$ cat src/sv/scd_pkg.sv
// ----------------------------------------------------------------------------
// scd_pkg: shared types and constants for the duration scheduler
// Event codes, controller states and the command and status bundles that
// join the controller to the datapath.
// ----------------------------------------------------------------------------
package scd_pkg;

  // Result event codes.
  typedef enum logic [1:0] {
    EV_START   = 2'd0,
    EV_RESTART = 2'd1,
    EV_STOP    = 2'd2
  } ev_kind_t;

  // Controller states, one-hot.
  typedef enum logic [4:0] {
    S_IDLE   = 5'b00001,
    S_DIV    = 5'b00010,
    S_CALC   = 5'b00100,
    S_LAUNCH = 5'b01000,
    S_EMIT   = 5'b10000
  } ctl_state_t;

  // Divider geometry: the widest dividend is 60 * sample_count (30 bits).
  localparam int DIV_STEPS = 30;
  localparam int STEP_W    = $clog2(DIV_STEPS);

  // Saturation limits of the frame counter and the frame duration.
  localparam logic [22:0]        COUNT_MAX = 23'h7F_FFFF;
  localparam logic signed [32:0] DUR_MAX   = 33'sd8388607;

  // Commands from the controller to the datapath.
  typedef struct packed {
    logic in_ready;
    logic div_step;
    logic calc;
    logic launch;
    logic emit;
  } ctl_cmd_t;

  // Status from the datapath to the controller.
  typedef struct packed {
    logic in_valid;
    logic in_start;
    logic in_ch_ok;
    logic div_done;
    logic pend_any;
  } ctl_sts_t;

endpackage

$ cat src/sv/scd_if.sv
// ----------------------------------------------------------------------------
// scd_if: input and result channel interfaces
// Valid/ready channels carrying the start/tick items and the event results.
// ----------------------------------------------------------------------------
interface scd_in_if;
  logic        valid;
  logic        ready;
  logic        action;
  logic        channel;
  logic [31:0] source_address;
  logic [23:0] sample_count;
  logic [15:0] sample_rate;
  logic        repeat_req;

  modport source (
    output valid, action, channel, source_address, sample_count, sample_rate,
           repeat_req,
    input  ready
  );
  modport sink (
    input  valid, action, channel, source_address, sample_count, sample_rate,
           repeat_req,
    output ready
  );
endinterface

interface scd_out_if;
  logic        valid;
  logic        ready;
  logic        out_channel;
  logic [1:0]  event_kind;
  logic [15:0] timer_reload;
  logic [31:0] dma_source;
  logic        channel_active;
  logic        last;

  modport source (
    output valid, out_channel, event_kind, timer_reload, dma_source,
           channel_active, last,
    input  ready
  );
  modport sink (
    input  valid, out_channel, event_kind, timer_reload, dma_source,
           channel_active, last,
    output ready
  );
endinterface

$ cat src/sv/scd_ctrl.sv
// ----------------------------------------------------------------------------
// scd_ctrl: sequencing state machine
// Accepts one item at a time, runs the divider for a start, commits the
// channel update and drains pending events into the output register.
// ----------------------------------------------------------------------------
module scd_ctrl import scd_pkg::*; (
  input  logic     clk,
  input  logic     rst_n,
  input  ctl_sts_t sts,
  output ctl_cmd_t cmd
);

  ctl_state_t state_r, state_nxt;

  // Next-state and command decode.
  always_comb begin
    state_nxt = state_r;
    cmd       = '0;
    case (state_r)
      S_IDLE: begin
        cmd.in_ready = 1'b1;
        if (sts.in_valid) begin
          if (!sts.in_start) begin
            state_nxt = S_EMIT;
          end else if (sts.in_ch_ok) begin
            state_nxt = S_DIV;
          end
        end
      end
      S_DIV: begin
        cmd.div_step = 1'b1;
        if (sts.div_done) begin
          state_nxt = S_CALC;
        end
      end
      S_CALC: begin
        cmd.calc  = 1'b1;
        state_nxt = S_LAUNCH;
      end
      S_LAUNCH: begin
        cmd.launch = 1'b1;
        state_nxt  = S_EMIT;
      end
      S_EMIT: begin
        cmd.emit = 1'b1;
        if (!sts.pend_any) begin
          state_nxt = S_IDLE;
        end
      end
      default: begin
        state_nxt = S_IDLE;
      end
    endcase
  end

  // State register.
  always_ff @(posedge clk) begin
    if (!rst_n) begin
      state_r <= S_IDLE;
    end else begin
      state_r <= state_nxt;
    end
  end

endmodule

$ cat src/sv/scd_datapath.sv
// ----------------------------------------------------------------------------
// scd_datapath: divider, channel state and output register
// Three restoring division lanes share one step counter; per-channel frame
// counters, limits and pending events; a registered result stage.
// ----------------------------------------------------------------------------
module scd_datapath import scd_pkg::*; #(
  parameter int NCH = 2
) (
  input  logic     clk,
  input  logic     rst_n,
  scd_in_if.sink   in_ch,
  scd_out_if.source out_ch,
  input  ctl_cmd_t cmd,
  output ctl_sts_t sts
);

  // One restoring step: shift in the next dividend bit, subtract if it fits.
  function automatic logic [46:0] div_iter(logic [16:0] rem, logic [29:0] nq,
                                           logic [15:0] dv);
    logic [16:0] sh;
    logic        qb;
    sh = {rem[15:0], nq[29]};
    qb = (sh >= {1'b0, dv});
    if (qb) sh = sh - {1'b0, dv};
    return {sh, nq[28:0], qb};
  endfunction

  logic accept, tick_go, start_go, load_out, out_free;

  // Captured start fields.
  logic                 ch_r;
  logic [31:0]          addr_cap_r;
  logic                 rep_cap_r;

  // Divider lanes: 60*count/rate, count/rate and 2^24/rate.
  logic [29:0]          nq1_r, nq2_r, nq3_r, nq1_nxt, nq2_nxt, nq3_nxt;
  logic [16:0]          rm1_r, rm2_r, rm3_r, rm1_nxt, rm2_nxt, rm3_nxt;
  logic [15:0]          dv_r, dv_nxt;
  logic [STEP_W-1:0]    step_r, step_nxt;

  // Derived duration and reload.
  logic [30:0]          b3;
  logic signed [32:0]   dur_full;
  logic [29:0]          neg_q3;
  logic [23:0]          dur_r;
  logic [15:0]          rld_r;

  // Per-channel state.
  logic [22:0]          cnt_r    [NCH];
  logic [22:0]          cnt_nxt  [NCH];
  logic [23:0]          lim_r    [NCH];
  logic [23:0]          lim_nxt  [NCH];
  logic                 play_r   [NCH];
  logic                 play_nxt [NCH];
  logic                 rep_r    [NCH];
  logic                 rep_nxt  [NCH];
  logic [31:0]          addr_r   [NCH];
  logic [31:0]          addr_nxt [NCH];
  logic [15:0]          rel_r    [NCH];
  logic [15:0]          rel_nxt  [NCH];
  logic [NCH-1:0]       pend_r, pend_nxt;
  ev_kind_t             kind_r   [NCH];
  ev_kind_t             kind_nxt [NCH];

  // Emission selection.
  logic [NCH-1:0]       sel_oh;
  logic                 sel_found;

  // Output register.
  logic                 ov_r;
  logic                 och_r;
  ev_kind_t             okind_r;
  logic [15:0]          orld_r;
  logic [31:0]          oaddr_r;
  logic                 oact_r;
  logic                 olast_r;

  // Handshake and status.
  assign in_ch.ready = cmd.in_ready;
  assign accept      = cmd.in_ready & in_ch.valid;
  assign tick_go     = accept & ~in_ch.action;
  assign start_go    = accept & in_ch.action & sts.in_ch_ok;
  assign out_free    = ~ov_r | out_ch.ready;
  assign load_out    = cmd.emit & (|pend_r) & out_free;

  assign sts.in_valid = in_ch.valid;
  assign sts.in_start = in_ch.action;
  assign sts.in_ch_ok = (int'(in_ch.channel) < NCH);
  assign sts.div_done = (step_r == STEP_W'(DIV_STEPS - 1));
  assign sts.pend_any = |pend_r;

  // Divider: load on a start transfer, then one bit per lane each cycle.
  always_comb begin
    nq1_nxt  = nq1_r;
    nq2_nxt  = nq2_r;
    nq3_nxt  = nq3_r;
    rm1_nxt  = rm1_r;
    rm2_nxt  = rm2_r;
    rm3_nxt  = rm3_r;
    dv_nxt   = dv_r;
    step_nxt = step_r;
    if (start_go) begin
      nq1_nxt  = {in_ch.sample_count, 6'b0} - {4'b0, in_ch.sample_count, 2'b0};
      nq2_nxt  = {6'b0, in_ch.sample_count};
      nq3_nxt  = 30'h0100_0000;
      rm1_nxt  = '0;
      rm2_nxt  = '0;
      rm3_nxt  = '0;
      dv_nxt   = (in_ch.sample_rate == 16'd0) ? 16'd1 : in_ch.sample_rate;
      step_nxt = '0;
    end else if (cmd.div_step) begin
      {rm1_nxt, nq1_nxt} = div_iter(rm1_r, nq1_r, dv_r);
      {rm2_nxt, nq2_nxt} = div_iter(rm2_r, nq2_r, dv_r);
      {rm3_nxt, nq3_nxt} = div_iter(rm3_r, nq3_r, dv_r);
      step_nxt = step_r + STEP_W'(1);
    end
  end

  // Duration = a - 3b - 1, saturated at the top; reload = -(2^24/rate).
  assign b3       = {1'b0, nq2_r} + {nq2_r, 1'b0};
  assign dur_full = $signed({3'b0, nq1_r}) - $signed({2'b0, b3}) - 33'sd1;
  assign neg_q3   = 30'd0 - nq3_r;

  always_ff @(posedge clk) begin
    if (start_go) begin
      ch_r       <= in_ch.channel;
      addr_cap_r <= in_ch.source_address;
      rep_cap_r  <= in_ch.repeat_req;
    end
    nq1_r <= nq1_nxt;
    nq2_r <= nq2_nxt;
    nq3_r <= nq3_nxt;
    rm1_r <= rm1_nxt;
    rm2_r <= rm2_nxt;
    rm3_r <= rm3_nxt;
    dv_r  <= dv_nxt;
    if (cmd.calc) begin
      dur_r <= (dur_full > DUR_MAX) ? DUR_MAX[23:0] : dur_full[23:0];
      rld_r <= neg_q3[15:0];
    end
  end

  always_ff @(posedge clk) begin
    if (!rst_n) begin
      step_r <= '0;
    end else begin
      step_r <= step_nxt;
    end
  end

  // Lowest pending channel goes out first.
  always_comb begin
    sel_oh    = '0;
    sel_found = 1'b0;
    for (int c = 0; c < NCH; c++) begin
      if (pend_r[c] && !sel_found) begin
        sel_oh[c] = 1'b1;
        sel_found = 1'b1;
      end
    end
  end

  // Channel state: tick advance and expiry, launch commit, pending clear.
  always_comb begin
    logic [22:0] inc;
    logic        expd;
    pend_nxt = pend_r;
    for (int c = 0; c < NCH; c++) begin
      cnt_nxt[c]  = cnt_r[c];
      lim_nxt[c]  = lim_r[c];
      play_nxt[c] = play_r[c];
      rep_nxt[c]  = rep_r[c];
      addr_nxt[c] = addr_r[c];
      rel_nxt[c]  = rel_r[c];
      kind_nxt[c] = kind_r[c];
      inc  = (cnt_r[c] == COUNT_MAX) ? cnt_r[c] : cnt_r[c] + 23'd1;
      expd = $signed({2'b0, inc}) > $signed({lim_r[c][23], lim_r[c]});
      if (tick_go) begin
        cnt_nxt[c] = inc;
        if (expd && rep_r[c]) begin
          cnt_nxt[c]  = '0;
          play_nxt[c] = 1'b1;
          pend_nxt[c] = 1'b1;
          kind_nxt[c] = EV_RESTART;
        end else if (expd && play_r[c]) begin
          play_nxt[c] = 1'b0;
          pend_nxt[c] = 1'b1;
          kind_nxt[c] = EV_STOP;
        end
      end
      if (cmd.launch && int'(ch_r) == c) begin
        cnt_nxt[c]  = '0;
        lim_nxt[c]  = dur_r;
        play_nxt[c] = 1'b1;
        rep_nxt[c]  = rep_cap_r;
        addr_nxt[c] = addr_cap_r;
        rel_nxt[c]  = rld_r;
        pend_nxt[c] = 1'b1;
        kind_nxt[c] = EV_START;
      end
      if (load_out && sel_oh[c]) begin
        pend_nxt[c] = 1'b0;
      end
    end
  end

  always_ff @(posedge clk) begin
    for (int c = 0; c < NCH; c++) begin
      addr_r[c] <= addr_nxt[c];
      rel_r[c]  <= rel_nxt[c];
      kind_r[c] <= kind_nxt[c];
    end
    if (!rst_n) begin
      pend_r <= '0;
      for (int c = 0; c < NCH; c++) begin
        cnt_r[c]  <= '0;
        lim_r[c]  <= '0;
        play_r[c] <= 1'b0;
        rep_r[c]  <= 1'b0;
      end
    end else begin
      pend_r <= pend_nxt;
      for (int c = 0; c < NCH; c++) begin
        cnt_r[c]  <= cnt_nxt[c];
        lim_r[c]  <= lim_nxt[c];
        play_r[c] <= play_nxt[c];
        rep_r[c]  <= rep_nxt[c];
      end
    end
  end

  // Output register: loads the selected event when the slot is free.
  always_ff @(posedge clk) begin
    if (load_out) begin
      olast_r <= ((pend_r & ~sel_oh) == '0);
      for (int c = 0; c < NCH; c++) begin
        if (sel_oh[c]) begin
          och_r   <= 1'(c);
          okind_r <= kind_r[c];
          oact_r  <= (kind_r[c] != EV_STOP);
          orld_r  <= (kind_r[c] == EV_STOP) ? 16'd0 : rel_r[c];
          oaddr_r <= (kind_r[c] == EV_STOP) ? 32'd0 : addr_r[c];
        end
      end
    end
  end

  always_ff @(posedge clk) begin
    if (!rst_n) begin
      ov_r <= 1'b0;
    end else if (load_out) begin
      ov_r <= 1'b1;
    end else if (out_ch.ready) begin
      ov_r <= 1'b0;
    end
  end

  assign out_ch.valid          = ov_r;
  assign out_ch.out_channel    = och_r;
  assign out_ch.event_kind     = okind_r;
  assign out_ch.timer_reload   = orld_r;
  assign out_ch.dma_source     = oaddr_r;
  assign out_ch.channel_active = oact_r;
  assign out_ch.last           = olast_r;

endmodule

$ cat src/sv/sound_channel_duration_scheduler.sv
// ----------------------------------------------------------------------------
// sound_channel_duration_scheduler: two-channel sample-playback scheduler
// Starts, restarts and stops sample playback on frame ticks.
// ----------------------------------------------------------------------------
// Usage:
// Items arrive on in_ch (valid/ready). A start item loads a channel's source
// address, sample count, rate and repeat flag; a tick item advances the frame
// counters of all channels. Results leave on out_ch, one per transfer, with
// last marking the final result of an input item.
// A start's result is valid once the bit-serial divider (three lanes in
// parallel) has run, the duration is computed, the channel is committed and
// the output register is loaded. A tick goes straight to loading the events
// it raises, one at a time. The next item is taken once all results of
// the current one are in the output register, so a waiting result does
// not block the input. While the receiver stalls, the output register
// holds its result and at most two further events, one per channel, wait
// behind it before the input closes. Reset clears all counters, limits and
// flags and empties the output register; no clearing pass is needed.
// ----------------------------------------------------------------------------
module sound_channel_duration_scheduler import scd_pkg::*; #(
  parameter int CHANNELS = 2
) (
  input  logic      clk,
  input  logic      rst_n,
  scd_in_if.sink    in_ch,
  scd_out_if.source out_ch
);

  // Only channels addressable by the one-bit channel field exist.
  localparam int NCH = (CHANNELS < 2) ? CHANNELS : 2;

  ctl_cmd_t cmd;
  ctl_sts_t sts;

  scd_ctrl u_ctrl (
    .clk   (clk),
    .rst_n (rst_n),
    .sts   (sts),
    .cmd   (cmd)
  );

  scd_datapath #(
    .NCH (NCH)
  ) u_dp (
    .clk    (clk),
    .rst_n  (rst_n),
    .in_ch  (in_ch),
    .out_ch (out_ch),
    .cmd    (cmd),
    .sts    (sts)
  );

  // No new item is taken while events are still waiting to go out.
  a_no_accept_pending: assert property (@(posedge clk) disable iff (!rst_n)
    sts.pend_any |-> !in_ch.ready)
    else $error("input ready while events are pending");

  // A start on a live channel closes the input for the divider run.
  a_start_blocks: assert property (@(posedge clk) disable iff (!rst_n)
    (in_ch.valid && in_ch.ready && in_ch.action && sts.in_ch_ok) |=> !in_ch.ready)
    else $error("input reopened right after a start transfer");

  // When the divider finishes while being stepped, the duration step follows.
  a_div_done_busy: assert property (@(posedge clk) disable iff (!rst_n)
    (cmd.div_step && sts.div_done) |=> cmd.calc)
    else $error("divider finished without duration step");

endmodule

$ cat src/flat_wrapper.sv
// flat-port wrapper written by rule: the top's interface ports become plain ports
module sound_channel_duration_scheduler_flat import scd_pkg::*;
#(
  parameter int CHANNELS = 2
)
  (clk, rst_n, in_ch_valid, in_ch_action, in_ch_channel, in_ch_source_address, in_ch_sample_count, in_ch_sample_rate, in_ch_repeat_req, in_ch_ready, out_ch_valid, out_ch_out_channel, out_ch_event_kind, out_ch_timer_reload, out_ch_dma_source, out_ch_channel_active, out_ch_last, out_ch_ready);
  scd_in_if in_ch_i ();
  scd_out_if out_ch_i ();
  input  logic clk;
  input  logic rst_n;
  input wire logic [$bits(in_ch_i.valid)-1:0] in_ch_valid;
  input wire logic [$bits(in_ch_i.action)-1:0] in_ch_action;
  input wire logic [$bits(in_ch_i.channel)-1:0] in_ch_channel;
  input wire logic [$bits(in_ch_i.source_address)-1:0] in_ch_source_address;
  input wire logic [$bits(in_ch_i.sample_count)-1:0] in_ch_sample_count;
  input wire logic [$bits(in_ch_i.sample_rate)-1:0] in_ch_sample_rate;
  input wire logic [$bits(in_ch_i.repeat_req)-1:0] in_ch_repeat_req;
  output wire logic [$bits(in_ch_i.ready)-1:0] in_ch_ready;
  output wire logic [$bits(out_ch_i.valid)-1:0] out_ch_valid;
  output wire logic [$bits(out_ch_i.out_channel)-1:0] out_ch_out_channel;
  output wire logic [$bits(out_ch_i.event_kind)-1:0] out_ch_event_kind;
  output wire logic [$bits(out_ch_i.timer_reload)-1:0] out_ch_timer_reload;
  output wire logic [$bits(out_ch_i.dma_source)-1:0] out_ch_dma_source;
  output wire logic [$bits(out_ch_i.channel_active)-1:0] out_ch_channel_active;
  output wire logic [$bits(out_ch_i.last)-1:0] out_ch_last;
  input wire logic [$bits(out_ch_i.ready)-1:0] out_ch_ready;
  assign in_ch_i.valid = in_ch_valid;
  assign in_ch_i.action = in_ch_action;
  assign in_ch_i.channel = in_ch_channel;
  assign in_ch_i.source_address = in_ch_source_address;
  assign in_ch_i.sample_count = in_ch_sample_count;
  assign in_ch_i.sample_rate = in_ch_sample_rate;
  assign in_ch_i.repeat_req = in_ch_repeat_req;
  assign in_ch_ready = in_ch_i.ready;
  assign out_ch_valid = out_ch_i.valid;
  assign out_ch_out_channel = out_ch_i.out_channel;
  assign out_ch_event_kind = out_ch_i.event_kind;
  assign out_ch_timer_reload = out_ch_i.timer_reload;
  assign out_ch_dma_source = out_ch_i.dma_source;
  assign out_ch_channel_active = out_ch_i.channel_active;
  assign out_ch_last = out_ch_i.last;
  assign out_ch_i.ready = out_ch_ready;
  sound_channel_duration_scheduler #(.CHANNELS(CHANNELS)) u_core (.clk(clk), .rst_n(rst_n), .in_ch(in_ch_i), .out_ch(out_ch_i));
endmodule
$ cat config.mk
export PLATFORM = sky130hd
export DESIGN_NAME = sound_channel_duration_scheduler_flat
export DESIGN_NICKNAME = d
export VERILOG_FILES = /design/src/sv/scd_pkg.sv /design/src/sv/scd_if.sv /design/src/sv/scd_ctrl.sv /design/src/sv/scd_datapath.sv /design/src/sv/sound_channel_duration_scheduler.sv /design/src/flat_wrapper.sv
export SDC_FILE = /design/constraint.sdc
export NUM_CORES = 1
export LEC_CHECK = 0
export ABC_AREA = 1
export BUFFER_PORTS_ARGS = -buffer_cell sky130_fd_sc_hd__clkbuf_2
export CAP_MARGIN = 40
export CORE_MARGIN = 2
export CORE_UTILIZATION = 36
export CTS_CLUSTER_DIAMETER = 40
export CTS_CLUSTER_SIZE = 24
export DETAILED_ROUTE_END_ITERATION = 10
export HOLD_SLACK_MARGIN = 0.08
export SLEW_MARGIN = 40
export SYNTH_ARGS = -nofsm -noshare
export SYNTH_HDL_FRONTEND = slang
export SYNTH_HIERARCHICAL = 1
export SYNTH_SLANG_ARGS = --single-unit
$ cat constraint.sdc
create_clock -name clk -period 5.3 [get_ports clk]
set_input_delay 1.06 -clock clk [delete_from_list [all_inputs] [get_ports clk]]
set_output_delay 1.06 -clock clk [all_outputs]
set_load 0.02 [all_outputs]
==> reports/results.tsv <==
stage	metric	value	unit
global_routing	grt_pass1_wl	109000	microns
sta	hold_viol_final	0	
floorplan	start_util	36.3	%
pwr	power_density	504	nW/um^2
sta	setup_viol	0	
logic_synthesis	synth_nets	3662	
floorplan	io_pins	134	
hold_path	min_from	u_core/u_dp/addr_cap_r[0]$_DFFE_PP_	
hold_path	whs_path_depth	0	
logic_synthesis	netlist.top_cell.by_area	edfxtp_1	
setup_path	reg2reg_from	u_core/u_dp/nq2_r[3]$_DFFE_PP_	
logic_synthesis	synth-main-ff-cell	edfxtp_1	
placement	port-buffer-count	133	
clock_tree	clk_latency	650	ps
logic_synthesis	syn_area_per_cell	8.28	sq um
drt	final_antenna_net_count	0	
global_routing	overflow	0	
clock_tree	cts-buffers-inserted	84	
setup_path	cp_data_required_time	5650	ps
setup_path	rr_endpoint	u_core/u_dp/dur_r[12]$_SDFFCE_PN1P_	
final_layout	final_cell_area	33200	sq um
setup_path	slowest_stage	edfxtp_1	
sta	worst_slew_pin_slew	802	ps
clock_tree	clock-sinks	492	
final_layout	layout.cells.non_filler	4659	
global_routing	grt.total_usage	16.3	%
global_routing	grt_pass1_vias	21600	
setup_path	critPathLaunchType	register	
drt	drc_errors	0	
setup_path	critPathCaptureType	register	
logic_synthesis	async_flop_share	0	%
sta	rsz0062_at_grt	true	
drt	viasPerCell	4.84	
sta	slew_violations	0	
final_layout	area_growth	17.9	%
logic_synthesis	synth.area.top_cells	edfxtp_1, dfxtp_1, nand2_1	
pwr	power_leakage	14.3	nW
drt	drtIter0Drc	1103	
logic_synthesis	yosysUniqueCellTypes	64	
global_routing	grt_max_degree	93	
final_layout	num-fill-cells	7638	
placement	place_inst	4487	
floorplan	rows	102	
logic_synthesis	synth_commonest_cells	nand2_1, inv_1, edfxtp_1, a21oi_1, nand3_1	
logic_synthesis	yosysSeqAreaShare	45.4	%
pwr	ir_drop	0.250	mV
floorplan	dieArea	80400	sq um
hold_path	min_to	u_core/u_dp/addr_r[0][32]$_DFFE_PP_	
sta	fin_tns_setup	0	ps
placement	gp_congestion	0.881	
drt	wl_per_cell	14.4	microns
drt	drtPass1Iterations	6	
clock_tree	cts_max_path_buffers	3	
logic_synthesis	synth.top_cell.area_share	31.3	%
final_layout	drive_gt1_share	13.4	%
logic_synthesis	synth_most_common_cell	nand2_1	
sta	slew-limit-headroom	46.1	%
setup_path	path_class	register to register	
setup_path	cpMostUsedCell	nand2_1	
sta	period_minus_slack	5000	ps
logic_synthesis	yosysWarnings	6	
global_routing	antenna_found_initial	1	
final_layout	nets	3812	
hold_path	min-delay-path-class	register to register	
logic_synthesis	ys_ff_latch	492	
pwr	finalPower	16.7	mW
placement	dp.final_hpwl	47100	microns
clock_tree	cts_tree	built	
outcome	outcome	finished, final reports clean	
clock_tree	clkTransAtPathRegs	50	ps
setup_path	critPathMaxStageDelay	490	ps
sta	finalClockSkew	57.7	ps
logic_synthesis	syn_inst	3397	
sta	timing.fmax	200	MHz
clock_tree	cts-root-buf	clkbuf_16	
drt	vias	22500	
setup_path	r2r_slack	300	ps
logic_synthesis	netlist_area	28100	sq um
setup_path	r2r_cells	31	
sta	fin_crit_sh	94.4	%
floorplan	die_w	284	microns
clock_tree	cts_max_level	3	
logic_synthesis	synth_edf_count	293	
placement	place_area	29900	sq um
floorplan	die_height	284	microns
final_layout	post-route-util	42.8	%
drt	routed_wirelength	66900	microns
setup_path	cp_data_arrival_time	5350	ps
setup_path	worstPathMaxFanout	6	
floorplan	core_area	77500	sq um
job	maxCapViolCount	0	
cell usage in the layout (no fill, tap or decap), drive strengths merged, types with 10 or more instances in the layout:
cell type / netlist / routed
dfxtp: 199 / 199
a22oi: 34 / 34
nand3: 228 / 228
inv: 442 / 465
clkinv: 4 / 23
xnor2: 62 / 62
a31oi: 13 / 13
o211ai: 11 / 11
a32o: 11 / 11
nor2: 212 / 212
xor2: 75 / 75
buf: 12 / 33
clkinvlp: 0 / 14
clkbuf: 93 / 228
ha: 181 / 181
edfxtp: 293 / 293
nand3b: 10 / 10
nor4: 16 / 16
a21oi: 252 / 252
o22ai: 19 / 19
nand4: 47 / 47
nor3: 45 / 45
o21ai: 193 / 193
nand2: 861 / 864
routing by layer:
layer  share of wire, %  track usage (%)  vias up
met5                  0                0        -
met4                2.4             4.93        0
met3                3.8             2.73      101
met2                 46             27.3      367
met1                 48             21.6    10300
li1                   -                -    11800
cell type report:
class	count	area (sq um)	area share, %
Clock inverter	62	732	2.21
Multi-Input combinational cell	2357	13500	40.7
Clock buffer	95	2170	6.55
Antenna cell	1	2.50	0.00755
Tap cell	1040	1300	3.92
Timing Repair Buffer	166	985	2.97
Inverter	446	1680	5.06
Sequential cell	492	12800	38.5
worst max-delay path by stage:
stage,from,endpoint,slack (ps),cells after the start
global route,u_core/u_dp/nq2_r[3]$_DFFE_PP_,u_core/u_dp/dur_r[12]$_SDFFCE_PN1P_,-150,39
detailed placement,u_core/u_dp/nq2_r[1]$_DFFE_PP_,u_core/u_dp/dur_r[2]$_SDFFCE_PN1P_,70,34
global placement,u_core/u_dp/nq2_r[1]$_DFFE_PP_,u_core/u_dp/dur_r[0]$_SDFFCE_PN1P_,200,34
CTS,u_core/u_dp/nq2_r[1]$_DFFE_PP_,u_core/u_dp/dur_r[2]$_SDFFCE_PN1P_,60,34
floorplan,u_core/u_dp/nq2_r[1]$_DFFE_PP_,u_core/u_dp/dur_r[7]$_SDFFCE_PN1P_,770,35
finish,u_core/u_dp/nq2_r[3]$_DFFE_PP_,u_core/u_dp/dur_r[12]$_SDFFCE_PN1P_,300,31
stage by stage:
step	hold WS [ps]	setup slack, ps
2_1_floorplan	421	774
3_3_place_gp	421	201
3_5_place_dp	429	70.6
4_1_cts	421	62.3
5_1_grt	444	-152
6_report	426	299
what timing repair did:
item,4_1_cts,5_1_grt
hold buffers,0,0
setup buffers,0,11
setup endpoints to repair,0,24
resized for setup,0,44
sequential cells by signal, indices dropped and copies added, names as in the netlist, 5 cells and up:
name / count
u_core/u_dp/rld_r: 16
u_core/u_dp/dv_r: 16
u_core/u_dp/addr_cap_r: 32
u_core/u_dp/rm2_r: 16
u_core/u_dp/nq2_r: 30
u_core/u_dp/rel_r: 32
u_core/u_dp/nq1_r: 30
u_core/u_dp/out_ch.dma_source: 32
u_core/u_dp/addr_r: 64
u_core/u_dp/rm3_r: 16
u_core/u_dp/step_r: 5
u_core/u_ctrl/state_r: 5
u_core/u_dp/lim_r: 48
u_core/u_dp/dur_r: 24
u_core/u_dp/rm1_r: 16
u_core/u_dp/nq3_r: 30
u_core/u_dp/cnt_r: 46
u_core/u_dp/out_ch.timer_reload: 16
where the power goes:
part           leakage, nW  switching [mW]  internal [mW]  total (mW)
logic                 8.65            4.57           2.16        6.73
registers             4.28           0.149           4.39        4.53
clock network         1.37            2.09           3.35        5.44
total                 14.3            6.81           9.90        16.7
critical path: cells and delay by family, from the launching register on:
family	cells	cell delay (ps)
buf+inv	1	50
fa+ha+maj	2	730
flops	1	490
simple gates	22	2370
xor+xnor	1	90
compound gates	5	1020
logic make-up (layout without fill, tap and decap cells):
group	count (synthesis)	count (layout)	synth area share, %
and+or+nand+nor	1437	1440	22.4
other	1	2	0.0133
AOI/OAI and AO/OA	591	591	11.9
buffers and inverters	551	769	7.50
adders and majority gates	186	186	8.41
DFF	492	492	45.4
muxes	2	2	0.0712
xor gates and xnor gates	137	137	4.26
No activity file was read; power rests on OpenSTA's default activity.
